<file path="src/bcs_pkg.sv">
// shared types and constants for the battery capacity smoother
package bcs_pkg;

	localparam int CAP_W  = 7;
	localparam int STAT_W = 3;
	localparam int TIME_W = 32;
	localparam int NUM_W  = 14;
	localparam int FP_W   = 8;

	localparam logic [FP_W-1:0]   FULL_POINT_MAX = 8'd125;
	localparam logic [FP_W-1:0]   FULL_POINT_SAT = 8'd127;
	localparam logic [CAP_W-1:0]  NONE_YET       = 7'd101;
	localparam logic [CAP_W-1:0]  CAP_FULL       = 7'd100;
	localparam logic [CAP_W-1:0]  FULL_POINT_RST = 7'd98;
	localparam logic [CAP_W-1:0]  FULL_LIMIT_RST = 7'd80;
	localparam logic [TIME_W-1:0] MIN_PERIOD     = 32'd60;

	// charge status codes
	localparam logic [STAT_W-1:0] STAT_CHARGING    = 3'd1;
	localparam logic [STAT_W-1:0] STAT_DISCHARGING = 3'd2;
	localparam logic [STAT_W-1:0] STAT_NOT_CHARGING = 3'd3;
	localparam logic [STAT_W-1:0] STAT_FULL        = 3'd4;

	// divider request and response
	typedef struct packed {
		logic             start;
		logic [NUM_W-1:0] num;
		logic [CAP_W-1:0] den;
	} div_req_t;

	typedef struct packed {
		logic             done;
		logic [NUM_W-1:0] quot;
	} div_rsp_t;

endpackage

</file>
<file path="src/bcs_div.sv">
// shared restoring divider, one quotient bit a cycle, rounds half up
module bcs_div (
	input  logic            clk,
	input  logic            arst_n,
	input  bcs_pkg::div_req_t req,
	output bcs_pkg::div_rsp_t rsp
);
	import bcs_pkg::*;

	logic [NUM_W-1:0] quo_q;
	logic [CAP_W-1:0] rem_q;
	logic [CAP_W-1:0] den_q;
	logic [3:0]       cnt_q;
	logic             busy_q;
	logic             done_q;
	logic [CAP_W:0]   trial;
	logic             fits;
	logic             round_up;

	// one restoring step
	assign trial = {rem_q, quo_q[NUM_W-1]};
	assign fits  = trial >= {1'b0, den_q};

	// control and datapath
	always_ff @(posedge clk or negedge arst_n) begin
		if (!arst_n) begin
			busy_q <= 1'b0;
			done_q <= 1'b0;
			cnt_q  <= '0;
		end else begin
			done_q <= 1'b0;
			if (req.start) begin
				busy_q <= 1'b1;
				cnt_q  <= 4'(NUM_W - 1);
			end else if (busy_q) begin
				if (cnt_q == '0) begin
					busy_q <= 1'b0;
					done_q <= 1'b1;
				end
				cnt_q <= cnt_q - 4'd1;
			end
		end
	end

	always_ff @(posedge clk) begin
		if (req.start) begin
			quo_q <= req.num;
			rem_q <= '0;
			den_q <= req.den;
		end else if (busy_q) begin
			rem_q <= fits ? CAP_W'(trial - {1'b0, den_q}) : trial[CAP_W-1:0];
			quo_q <= {quo_q[NUM_W-2:0], fits};
		end
	end

	// half-up rounding on the final remainder
	assign round_up = {1'b0, rem_q, 1'b0} >= {2'b00, den_q};
	assign rsp.done = done_q;
	assign rsp.quot = quo_q + NUM_W'(round_up);

endmodule

</file>
<file path="src/battery_capacity_smoother.sv">
// battery capacity smoother top level: sequencer, state and config port
// Each report is taken when in_ready is high and yields one beat of shown_capacity.
// All scaling runs through one shared 14-bit restoring divider. A report with no search
// needs at most one division; a full-point search runs one division per candidate
// full point, up to 127. In fake mode a report uses no division at all.
// A finished beat waits in an output register, so the next report can be taken
// while it is still unread.
module battery_capacity_smoother (
	input  logic        clk,
	input  logic        arst_n,
	input  logic        in_valid,
	output logic        in_ready,
	input  logic [6:0]  raw_capacity,
	input  logic [2:0]  charge_status,
	input  logic        health_good,
	input  logic [31:0] now_seconds,
	output logic        out_valid,
	input  logic        out_ready,
	output logic [6:0]  shown_capacity,
	input  logic        psel,
	input  logic        penable,
	input  logic        pwrite,
	input  logic [2:0]  paddr,
	input  logic [31:0] pwdata,
	output logic [31:0] prdata,
	output logic        pready
);
	import bcs_pkg::*;

	localparam logic [3:0] S_IDLE    = 4'd0;
	localparam logic [3:0] S_PRE     = 4'd1;
	localparam logic [3:0] S_SRCH    = 4'd2;
	localparam logic [3:0] S_SRCH_W  = 4'd3;
	localparam logic [3:0] S_SCALE   = 4'd4;
	localparam logic [3:0] S_SCALE_W = 4'd5;
	localparam logic [3:0] S_FIN1    = 4'd6;
	localparam logic [3:0] S_FIN2    = 4'd7;
	localparam logic [3:0] S_OUT     = 4'd8;

	localparam logic [1:0] SM_NONE = 2'd0;
	localparam logic [1:0] SM_UP   = 2'd1;
	localparam logic [1:0] SM_DOWN = 2'd2;

	localparam logic [1:0] CHG_NONE   = 2'd0;
	localparam logic [1:0] CHG_TO_CHG = 2'd1;
	localparam logic [1:0] CHG_TO_DIS = 2'd2;

	localparam logic REG_FULL_LIMIT = 1'b0;
	localparam logic REG_FAKE       = 1'b1;

	logic [3:0]        state_q;
	logic [CAP_W-1:0]  full_limit_q;
	logic              fake_q;
	logic [CAP_W-1:0]  cap_q;
	logic [STAT_W-1:0] status_q;
	logic              health_q;
	logic [TIME_W-1:0] now_q;

	logic [CAP_W-1:0]  full_point_q;
	logic [STAT_W-1:0] prev_status_q;
	logic [1:0]        smooth_q;
	logic [CAP_W-1:0]  prev_gauge_q;
	logic [TIME_W-1:0] gauge_time_q;
	logic [TIME_W-1:0] period_q;
	logic [TIME_W-1:0] step_time_q;
	logic [CAP_W-1:0]  prev_shown_q;

	logic [TIME_W-1:0] elapsed_q;
	logic [FP_W-1:0]   t_q;
	logic              search_up_q;
	logic [CAP_W-1:0]  newcap_q;
	logic [CAP_W-1:0]  last_q;
	logic [CAP_W-1:0]  ret_q;
	logic              out_valid_q;
	logic [CAP_W-1:0]  shown_q;

	div_req_t div_req;
	div_rsp_t div_rsp;

	logic              cfg_wr;
	logic [CAP_W-1:0]  fp_upd;
	logic [1:0]        change;
	logic              was_chg, was_dis, is_dis;
	logic [CAP_W-1:0]  lo_bound;
	logic [TIME_W-1:0] elapsed_d;
	logic [NUM_W-1:0]  num;
	logic [CAP_W-1:0]  last_d;
	logic [TIME_W-1:0] period_d;
	logic              slow_ok;
	logic [CAP_W-1:0]  delta;
	logic [CAP_W-1:0]  ret_d;
	logic [1:0]        smooth_d;
	logic [CAP_W-1:0]  fp_dec;

	// config port
	assign pready = 1'b1;
	assign cfg_wr = psel && penable && pwrite;

	always_ff @(posedge clk or negedge arst_n) begin
		if (!arst_n) begin
			full_limit_q <= FULL_LIMIT_RST;
			fake_q       <= 1'b0;
		end else if (cfg_wr) begin
			unique case (paddr[2])
				REG_FULL_LIMIT: full_limit_q <= pwdata[CAP_W-1:0];
				REG_FAKE:       fake_q <= pwdata[0];
				default: ;
			endcase
		end
	end

	always_comb begin
		unique case (paddr[2])
			REG_FULL_LIMIT: prdata = {25'd0, full_limit_q};
			REG_FAKE:       prdata = {31'd0, fake_q};
			default:        prdata = '0;
		endcase
	end

	// shared divider
	assign num = ({1'b0, cap_q, 6'd0} + {2'b00, cap_q, 5'd0}) + {5'd0, cap_q, 2'd0};
	bcs_div u_div (.clk(clk), .arst_n(arst_n), .req(div_req), .rsp(div_rsp));

	always_comb begin
		div_req.num   = num;
		div_req.den   = (state_q == S_SRCH) ? t_q[CAP_W-1:0] : full_point_q;
		div_req.start = 1'b0;
		if (state_q == S_SRCH) begin
			div_req.start = search_up_q ? (t_q <= FULL_POINT_MAX)
			                            : (t_q >= {1'b0, lo_bound});
		end else if (state_q == S_SCALE) begin
			div_req.start = cap_q < full_point_q;
		end
	end

	// full-point capture and direction change
	always_comb begin
		fp_upd = full_point_q;
		if ((status_q == STAT_FULL || (cap_q > full_point_q && cap_q != CAP_FULL))
		    && health_q && cap_q > full_limit_q)
			fp_upd = cap_q;
		was_chg = prev_status_q == STAT_CHARGING || prev_status_q == STAT_FULL;
		was_dis = prev_status_q == STAT_DISCHARGING || prev_status_q == STAT_NOT_CHARGING;
		is_dis  = status_q == STAT_DISCHARGING || status_q == STAT_NOT_CHARGING;
		change  = CHG_NONE;
		if (prev_status_q != status_q) begin
			if (was_chg && is_dis)
				change = CHG_TO_DIS;
			else if (was_dis && status_q == STAT_CHARGING)
				change = CHG_TO_CHG;
		end
		fp_dec   = (fp_upd > 7'd1) ? fp_upd - 7'd1 : 7'd1;
		lo_bound = (full_limit_q == '0) ? 7'd1 : full_limit_q;
	end

	// elapsed time for this report
	always_comb begin
		if (now_q >= gauge_time_q)
			elapsed_d = (prev_gauge_q != cap_q) ? now_q - gauge_time_q : now_q - step_time_q;
		else
			elapsed_d = MIN_PERIOD;
	end

	// gauge period and first shown value
	always_comb begin
		last_d   = (prev_shown_q == NONE_YET) ? newcap_q : prev_shown_q;
		period_d = period_q;
		if (prev_gauge_q != NONE_YET && elapsed_q != '0)
			period_d = elapsed_q;
		if (period_d < MIN_PERIOD)
			period_d = MIN_PERIOD;
	end

	// one-step move of the shown value
	always_comb begin
		slow_ok  = elapsed_q >= (period_q >> 1);
		delta    = (newcap_q > last_q) ? newcap_q - last_q : last_q - newcap_q;
		smooth_d = smooth_q;
		ret_d    = last_q;
		if (status_q == STAT_DISCHARGING && newcap_q > last_q) begin
			ret_d = last_q;
		end else if (delta == 7'd1) begin
			if (smooth_q == SM_NONE) begin
				ret_d = newcap_q;
			end else if (slow_ok) begin
				smooth_d = SM_NONE;
				ret_d    = newcap_q;
			end
		end else if (delta > 7'd1) begin
			if (smooth_q == SM_NONE) begin
				smooth_d = (newcap_q > last_q) ? SM_UP : SM_DOWN;
				ret_d    = (newcap_q > last_q) ? last_q + 7'd1 : last_q - 7'd1;
			end else if (slow_ok) begin
				ret_d = (newcap_q > last_q) ? last_q + 7'd1 : last_q - 7'd1;
			end
		end else begin
			smooth_d = SM_NONE;
			ret_d    = newcap_q;
		end
		if (ret_d > CAP_FULL)
			ret_d = CAP_FULL;
	end

	// sequencer control
	always_ff @(posedge clk or negedge arst_n) begin
		if (!arst_n) begin
			state_q       <= S_IDLE;
			out_valid_q   <= 1'b0;
			full_point_q  <= FULL_POINT_RST;
			prev_status_q <= '0;
			smooth_q      <= SM_NONE;
			prev_gauge_q  <= NONE_YET;
			gauge_time_q  <= '0;
			period_q      <= MIN_PERIOD;
			step_time_q   <= '0;
			prev_shown_q  <= NONE_YET;
		end else begin
			if (out_valid_q && out_ready && state_q != S_OUT)
				out_valid_q <= 1'b0;
			unique case (state_q)
				S_IDLE: begin
					if (in_valid)
						state_q <= fake_q ? S_OUT : S_PRE;
				end
				S_PRE: begin
					prev_status_q <= status_q;
					if (smooth_q == SM_UP && change == CHG_TO_DIS) begin
						full_point_q <= fp_upd;
						state_q      <= S_SRCH;
					end else if (smooth_q == SM_DOWN && change == CHG_TO_CHG) begin
						full_point_q <= fp_upd;
						state_q      <= S_SRCH;
					end else begin
						if (smooth_q == SM_NONE && change == CHG_TO_DIS && prev_shown_q == CAP_FULL)
							full_point_q <= fp_dec;
						else
							full_point_q <= fp_upd;
						state_q <= S_SCALE;
					end
				end
				S_SRCH: begin
					if (div_req.start)
						state_q <= S_SRCH_W;
					else begin
						if (search_up_q)
							full_point_q <= (t_q > FULL_POINT_SAT) ? FULL_POINT_SAT[CAP_W-1:0]
							                                      : t_q[CAP_W-1:0];
						else
							full_point_q <= (t_q == '0) ? 7'd1 : t_q[CAP_W-1:0];
						state_q <= S_SCALE;
					end
				end
				S_SRCH_W: begin
					if (div_rsp.done) begin
						if (search_up_q ? (div_rsp.quot <= NUM_W'(prev_shown_q))
						                : (div_rsp.quot >= NUM_W'(prev_shown_q))) begin
							full_point_q <= t_q[CAP_W-1:0];
							state_q      <= S_SCALE;
						end else begin
							state_q <= S_SRCH;
						end
					end
				end
				S_SCALE: begin
					state_q <= div_req.start ? S_SCALE_W : S_FIN1;
				end
				S_SCALE_W: begin
					if (div_rsp.done)
						state_q <= S_FIN1;
				end
				S_FIN1: begin
					prev_shown_q <= last_d;
					if (prev_gauge_q != cap_q && status_q != STAT_FULL) begin
						period_q     <= period_d;
						prev_gauge_q <= cap_q;
						gauge_time_q <= now_q;
					end
					state_q <= S_FIN2;
				end
				S_FIN2: begin
					smooth_q <= smooth_d;
					if (last_q != ret_d) begin
						prev_shown_q <= ret_d;
						step_time_q  <= now_q;
					end
					state_q <= S_OUT;
				end
				S_OUT: begin
					if (!out_valid_q || out_ready) begin
						out_valid_q <= 1'b1;
						state_q     <= S_IDLE;
					end
				end
				default: state_q <= S_IDLE;
			endcase
		end
	end

	// payload registers
	always_ff @(posedge clk) begin
		if (state_q == S_IDLE && in_valid) begin
			cap_q    <= raw_capacity;
			status_q <= charge_status;
			health_q <= health_good;
			now_q    <= now_seconds;
			ret_q    <= raw_capacity;
		end
		if (state_q == S_PRE) begin
			elapsed_q   <= elapsed_d;
			t_q         <= {1'b0, fp_upd};
			search_up_q <= smooth_q == SM_UP;
		end
		if (state_q == S_SRCH_W && div_rsp.done)
			t_q <= search_up_q ? t_q + 8'd1 : t_q - 8'd1;
		if (state_q == S_SCALE && !div_req.start)
			newcap_q <= CAP_FULL;
		if (state_q == S_SCALE_W && div_rsp.done)
			newcap_q <= (div_rsp.quot > NUM_W'(CAP_FULL)) ? CAP_FULL : div_rsp.quot[CAP_W-1:0];
		if (state_q == S_FIN1)
			last_q <= last_d;
		if (state_q == S_FIN2)
			ret_q <= ret_d;
		if (state_q == S_OUT && (!out_valid_q || out_ready))
			shown_q <= ret_q;
	end

	assign in_ready       = state_q == S_IDLE;
	assign out_valid      = out_valid_q;
	assign shown_capacity = shown_q;

endmodule

</file>
<file path="config.mk">
export PLATFORM = sky130hd
export DESIGN_NAME = battery_capacity_smoother
export DESIGN_NICKNAME = d
export VERILOG_FILES = /design/src/bcs_pkg.sv /design/src/bcs_div.sv /design/src/battery_capacity_smoother.sv
export SDC_FILE = /design/constraint.sdc
export NUM_CORES = 1
export LEC_CHECK = 0
export ABC_AREA = 1
export ABC_CLOCK_PERIOD_IN_PS = 12700
export BUFFER_PORTS_ARGS = -buffer_cell sky130_fd_sc_hd__buf_2
export CORE_ASPECT_RATIO = 0.9
export CORE_MARGIN = 2
export CORE_UTILIZATION = 25
export CTS_BUF_LIST = sky130_fd_sc_hd__clkbuf_2
export CTS_CLUSTER_DIAMETER = 150
export CTS_CLUSTER_SIZE = 28
export DETAILED_ROUTE_END_ITERATION = 6
export PLACE_DENSITY_LB_ADDON = 0.2
export SLEW_MARGIN = 5
export SYNTH_ARGS = -nofsm -noshare
export SYNTH_HDL_FRONTEND = slang
export SYNTH_SLANG_ARGS = --single-unit
</file>
<file path="constraint.sdc">
create_clock -name clk -period 12.7 [get_ports clk]
set_input_delay 1.905 -clock clk [delete_from_list [all_inputs] [get_ports clk]]
set_output_delay 1.905 -clock clk [all_outputs]
set_load 0.01 [all_outputs]
</file>
Word level (Yosys, flattened, before mapping)

Cells that the tools add are included.

Magnitude comparators: 18
Add/subtract/negate cells: 14
Muxes and demuxes: 77
Reductions and logical operators: 48
Bitwise operators: 2
Equal/unequal tests: 40

Operators with widths:

| cell                                                                   | count |
|---|---|
| 7-bit two-way mux                                                      | 31 |
| 32-bit two-way mux                                                     | 3 |
| 32-bit one-hot mux with 2 select lines                                 | 1 |
| 32-bit subtractor                                                      | 2 |
| 4-bit one-hot mux with 9 select lines                                  | 1 |
| 32-bit by 31-bit greater-or-equal comparator with 1-bit output         | 1 |
| 32-bit greater-or-equal comparator                                     | 1 |
| 32-bit by 6-bit < comparator with 1-bit output (second input constant) | 1 |
| 32-bit nonzero test                                                    | 1 |
| 14-bit two-way mux                                                     | 2 |
| 4-bit two-way mux                                                      | 7 |
| 8-bit by 7-bit greater-or-equal comparator with 1-bit output           | 3 |
| 8-bit two-way mux                                                      | 3 |
| 7-bit greater-than comparator                                          | 3 |
| 1-bit logical AND                                                      | 21 |
| 7-bit one-hot mux with 3 select lines                                  | 1 |
| 7-bit subtractor                                                       | 3 |
| 2-bit two-way mux                                                      | 9 |
| 4-bit by 3-bit == test with 1-bit output (second input constant)       | 4 |
| 13-bit by 12-bit adder with 14-bit output                              | 1 |
| 14-bit by 1-bit adder with 14-bit output                               | 1 |
| 14-bit by 9-bit adder with 14-bit output                               | 1 |
| 7-bit == test (second input constant)                                  | 2 |
| 14-bit by 7-bit greater-or-equal comparator with 1-bit output          | 1 |
| other kinds (44)                                                       | 95 |

Register bits: 281
Output and inout bits: 42
Input bits: 85

Depth between registers and ports, before layout

Depth in word-level cells: 13
Depth in mapped cells: 34
Mapped depth without buffers: 32

Modules after synthesis

A second synthesis with hierarchy kept.

Cells, all modules: 2,601
Area, all modules: 19,917.9 µm²

Modules (own cells, without submodules):

| module                    | times used | sequential area each (µm²) | area each (µm²) | cells each |
|---|---|---|---|---|
| battery_capacity_smoother | 1          | 6,737.7                    | 17,862.1        | 2,351 |
| bcs_div                   | 1          | 920.9                      | 2,055.7         | 250 |

Least setup slack after synthesis

No wires, ideal clock.

Kind: register -> register
From: register state_q[3]
To: register full_point_q[5]
Path buffers: 1
Cell stages (with the launch flop): 10
Arrival time: 4.331 ns
Setup slack: 8.289 ns
Path through: dfrtp_1 > nor2_1 > inv_1 > nor3_1 > inv_1 > nand3_1 > nand3_1 > clkbuf_1 > nand2_1 > a21boi_0

Longest elaborated chain between the ends: 5
Elaborated cells on any way between the ends: 12

RTL lines:

| item                                     | RTL line                         | source |
|---|---|---|
| start: declaration                       | battery_capacity_smoother.sv:51  | `logic [3:0] state_q;` |
| start signal: assignment                 | battery_capacity_smoother.sv:223 | `state_q <= fake_q ? S_OUT : S_PRE;` |
| start signal: assignment                 | battery_capacity_smoother.sv:265 | `state_q <= div_req.start ? S_SCALE_W : S_FIN1;` |
| 4-bit by 3-bit == test with 1-bit output | battery_capacity_smoother.sv:131 | `end else if (state_q == S_SCALE) begin` |
| 1-bit two-way mux                        | battery_capacity_smoother.sv:131 |  |
| 1-bit two-way mux                        | battery_capacity_smoother.sv:128 | `if (state_q == S_SRCH) begin` |
| 2-bit != test (no line)                  | n/a                              |  |
| 4-bit AND reduction (no line)            | n/a                              |  |
| end signal: assignment                   | battery_capacity_smoother.sv:228 | `full_point_q <= fp_upd;` |
| end signal: assignment                   | battery_capacity_smoother.sv:231 | `full_point_q <= fp_upd;` |
| end signal: assignment                   | battery_capacity_smoother.sv:235 | `full_point_q <= fp_dec;` |
| end: declaration                         | battery_capacity_smoother.sv:59  | `logic [CAP_W-1:0] full_point_q;` |

Several ways; a longest one is shown, not always the timed one.
A chain may end at the register's enable or synchronous reset.

Worst setup path in the final report

From: register last_q[2]
To: register prev_shown_q[0]

Longest elaborated chain between the ends: 12
Elaborated cells on any way between the ends: 24

RTL lines:

| item                                                      | RTL line                         | source |
|---|---|---|
| start: declaration                                        | battery_capacity_smoother.sv:72  | `logic [CAP_W-1:0] last_q;` |
| start signal: assignment                                  | battery_capacity_smoother.sv:320 | `last_q <= last_d;` |
| branches (longest 12 deep; another with 7-bit subtractor) | n/a                              |  |
| end signal: assignment                                    | battery_capacity_smoother.sv:272 | `prev_shown_q <= last_d;` |
| end signal: assignment                                    | battery_capacity_smoother.sv:283 | `prev_shown_q <= ret_d;` |
| end: declaration                                          | battery_capacity_smoother.sv:66  | `logic [CAP_W-1:0] prev_shown_q;` |

Several ways; the timed one is not identified. The select of a mux whose other input is x is not followed.

==> flow_summary.json <==
{
  "status": "finished clean",
  "crit_fanout": 42,
  "ant_nets": 0,
  "setup_tns_ns": 0,
  "period_minus_slack_ns": 5.28,
  "gp_congestion": 0.869,
  "crit_path_end_kind": "flop",
  "grt_max_degree": 92,
  "start_util": 0.254,
  "clk-insertion-delay-late_ns": 1.09,
  "cts_hold_buf": 0,
  "critPathMaxStageDelay_ns": 0.62,
  "detail_route.wl_per_cell_microns": 15.2,
  "via_count": 16700,
  "netlist_instances": 2560,
  "dieArea_sq_mm": 0.0816,
  "hold_ws_ns": 0.460,
  "synth_edf_count": 133,
  "finalMaxSlewViolations": 0,
  "grtUsageTotal": 0.134,
  "syn-cell-area_sq_mm": 0.0198,
  "fin_util": 0.273,
  "fin_crit_sh": 0.416,
  "die_y_microns": 271,
  "total_power_uw": 4810,
  "fmax_mhz": 189,
  "dpl.hpwl_microns": 42000,
  "r2r-end": "prev_shown_q[0]",
  "core_sq_mm": 0.0782,
  "clock_skew_ns": 0.147,
  "seq_area_sq_mm": 0.00766,
  "synth_top_cell_by_area": "edfxtp_1",
  "postCtsSetupRepairBufs": 0,
  "multi_input_area_sq_mm": 0.0104,
  "critPathCapture": "prev_shown_q[0]",
  "place_area_sq_mm": 0.0212,
  "required_ns": 13.68,
  "grt_overflow": 0,
  "worstSetupStartpoint": "last_q[2]",
  "drtIter0Drc": 1229,
  "critPathMostFrequentCell": "nand2_1",
  "rsz0062_at_grt": "false",
  "hp-class": "flop to flop",
  "synth-seq-cells": 280,
  "ys.flop_type": "edfxtp_1",
  "ctsResizeCount": 0,
  "yosys_warnings": 0,
  "ff2ff_path_depth": 30,
  "viasPerCell": 4.59,
  "cp.arrival_ns": 6.26,
  "crit_type": "flop to flop",
  "tightest_slew_ns": 1.20,
  "drive_gt1_frac": 0.0699,
  "vdd_drop_max_uv": 70.1,
  "slew_headroom": 0.191,
  "leakagePower_uw": 0.00986,
  "synthTopCellsByCount": "nand2_1 (657), inv_1 (350), o21ai_0 (226)",
  "critical-path-slowest-cell": "edfxtp_1",
  "setup_viol": 0,
  "cts.clk_slew.worst_paths_ns": 0.57,
  "finalWirelength_microns": 55300,
  "drv_cap": 0,
  "reg2reg_slack_ns": 7.42,
  "placementRows": 97,
  "cellPowerDensity_mw_per_mm2": 226,
  "avgSynthCellArea_sq_um": 7.74,
  "numCtsBuffers": 13,
  "synth-async-reset-ratio": 0.500,
  "area_growth_pct": 7.55,
  "synth_most_common_cell": "nand2_1",
  "timing.rr.start": "last_q[2]",
  "h-tree-depth": 1,
  "yosysTopAreaCellShare": 0.202,
  "fin_nets": 2864,
  "io_pins": 127,
  "synthTopCellsByArea": "edfxtp_1 (20%), dfrtp_1 (16%), nand2_1 (12%)",
  "ys_seq_area_frac": 0.386,
  "port_buffers": 73,
  "cts_root_buf": "clkbuf_2",
  "dieWidth_microns": 301,
  "synthDistinctLibCells": 64,
  "grt_pass1_wl_microns": 88900,
  "cts.sinks": 280,
  "antenna_found_initial": 4,
  "clk_path_buf_depth": 3,
  "worstSetupStartpointType": "flop",
  "drc_errors": 0,
  "hold_violations": 0,
  "cts_tree": "done",
  "first_pass_iters": 5,
  "fillers": 8538,
  "grt_pass1_vias": 16300,
  "final_cell_area_sq_mm": 0.0213
}
[cells in the final DEF, fill, tap and decap left out, drive strengths merged, types with 18 or more instances in the layout]
master and n:
a21oi 184, a31oi 22, buf 83, clkbuf 21, conb 26, dfrtp 123, edfxtp 133, ha 172
inv 357, nand2 668, nand3 120, nand4 33, nor2 184, nor3 18, nor4 21, o21ai 238
xnor2 21, xor2 37
[cell families (layout without fill, tap and decap cells)]
group / after synthesis / in the layout / synth area share
xor gates and xnor gates: 58 / 58 / 0.0256
buffers and inverters: 444 / 463 / 0.0924
DFF: 280 / 280 / 0.386
adders and majority gates: 183 / 183 / 0.120
muxes: 3 / 3 / 0.00158
and+or+nand+nor: 1066 / 1066 / 0.228
AOI/OAI and AO/OA: 524 / 524 / 0.146
other: 2 / 30 / 0.000379
[critical path, delay by kind of cell, from the launching register on]
family                     cells  cell delay (ns)
adders and majority gates      2             0.91
and+or+nand+nor               24             3.09
buffers and inverters          1             0.08
DFF                            1             0.62
xor gates and xnor gates       1             0.14
AOI/OAI and AO/OA              2             0.32
[registers in the layout, summed over array words and instances, names as in the netlist, 8 cells and up]
register	count
period_q	31
now_q	32
gauge_time_q	32
step_time_q	32
t_q	8
u_div.quo_q	14
elapsed_q	32
[power breakdown]
| group | total, uW | leakage [uW] | internal, uW | switching, uW |
|---|---|---|---|---|
| Clock | 336 | 0.0000915 | 42.3 | 294 |
| Sequential | 1620 | 0.00301 | 1380 | 237 |
| Combinational | 2850 | 0.00676 | 1010 | 1840 |
| Total | 4810 | 0.00986 | 2440 | 2370 |
[layer usage]
layer,track usage,vias to the layer above,share of wire
met5,0,-,0.00025
met4,0.0268,2,0.017
met3,0.0144,51,0.039
met2,0.220,315,0.45
met1,0.190,7852,0.49
li1,-,8515,-
[how the worst min path moves through the flow]
stage                              to  depth (start not counted)     start  slack [ns]
finish              shown_capacity[5]                          0  ret_q[5]        0.46
detailed placement  shown_capacity[1]                          0  ret_q[1]        0.40
global route        shown_capacity[4]                          0  ret_q[4]        0.51
global placement    shown_capacity[5]                          0  ret_q[5]        0.40
CTS                 shown_capacity[5]                          0  ret_q[5]        0.45
floorplan           shown_capacity[0]                          0  ret_q[0]        0.40
[stage by stage]
| step | setup WS, ns | cells |
|---|---|---|
| after global routing | 6.88 | 3646 |
| final | 7.42 | 3646 |
| after CTS | 7.35 | 3642 |
| after floorplan | 8.29 | 2584 |
| after global placement | 7.41 | 3620 |
| after detailed placement | 7.43 | 3620 |
[final cells by class]
class	count	share of cell area
multi-input combinational	1860	0.490
inverter	358	0.0631
antenna	4	0.000470
timing repair buffer	83	0.0210
clock buffer	21	0.00493
clock inverter	1	0.000176
tap	1039	0.0610
sequential	280	0.359
No activity file was read; power rests on OpenSTA's default activity.
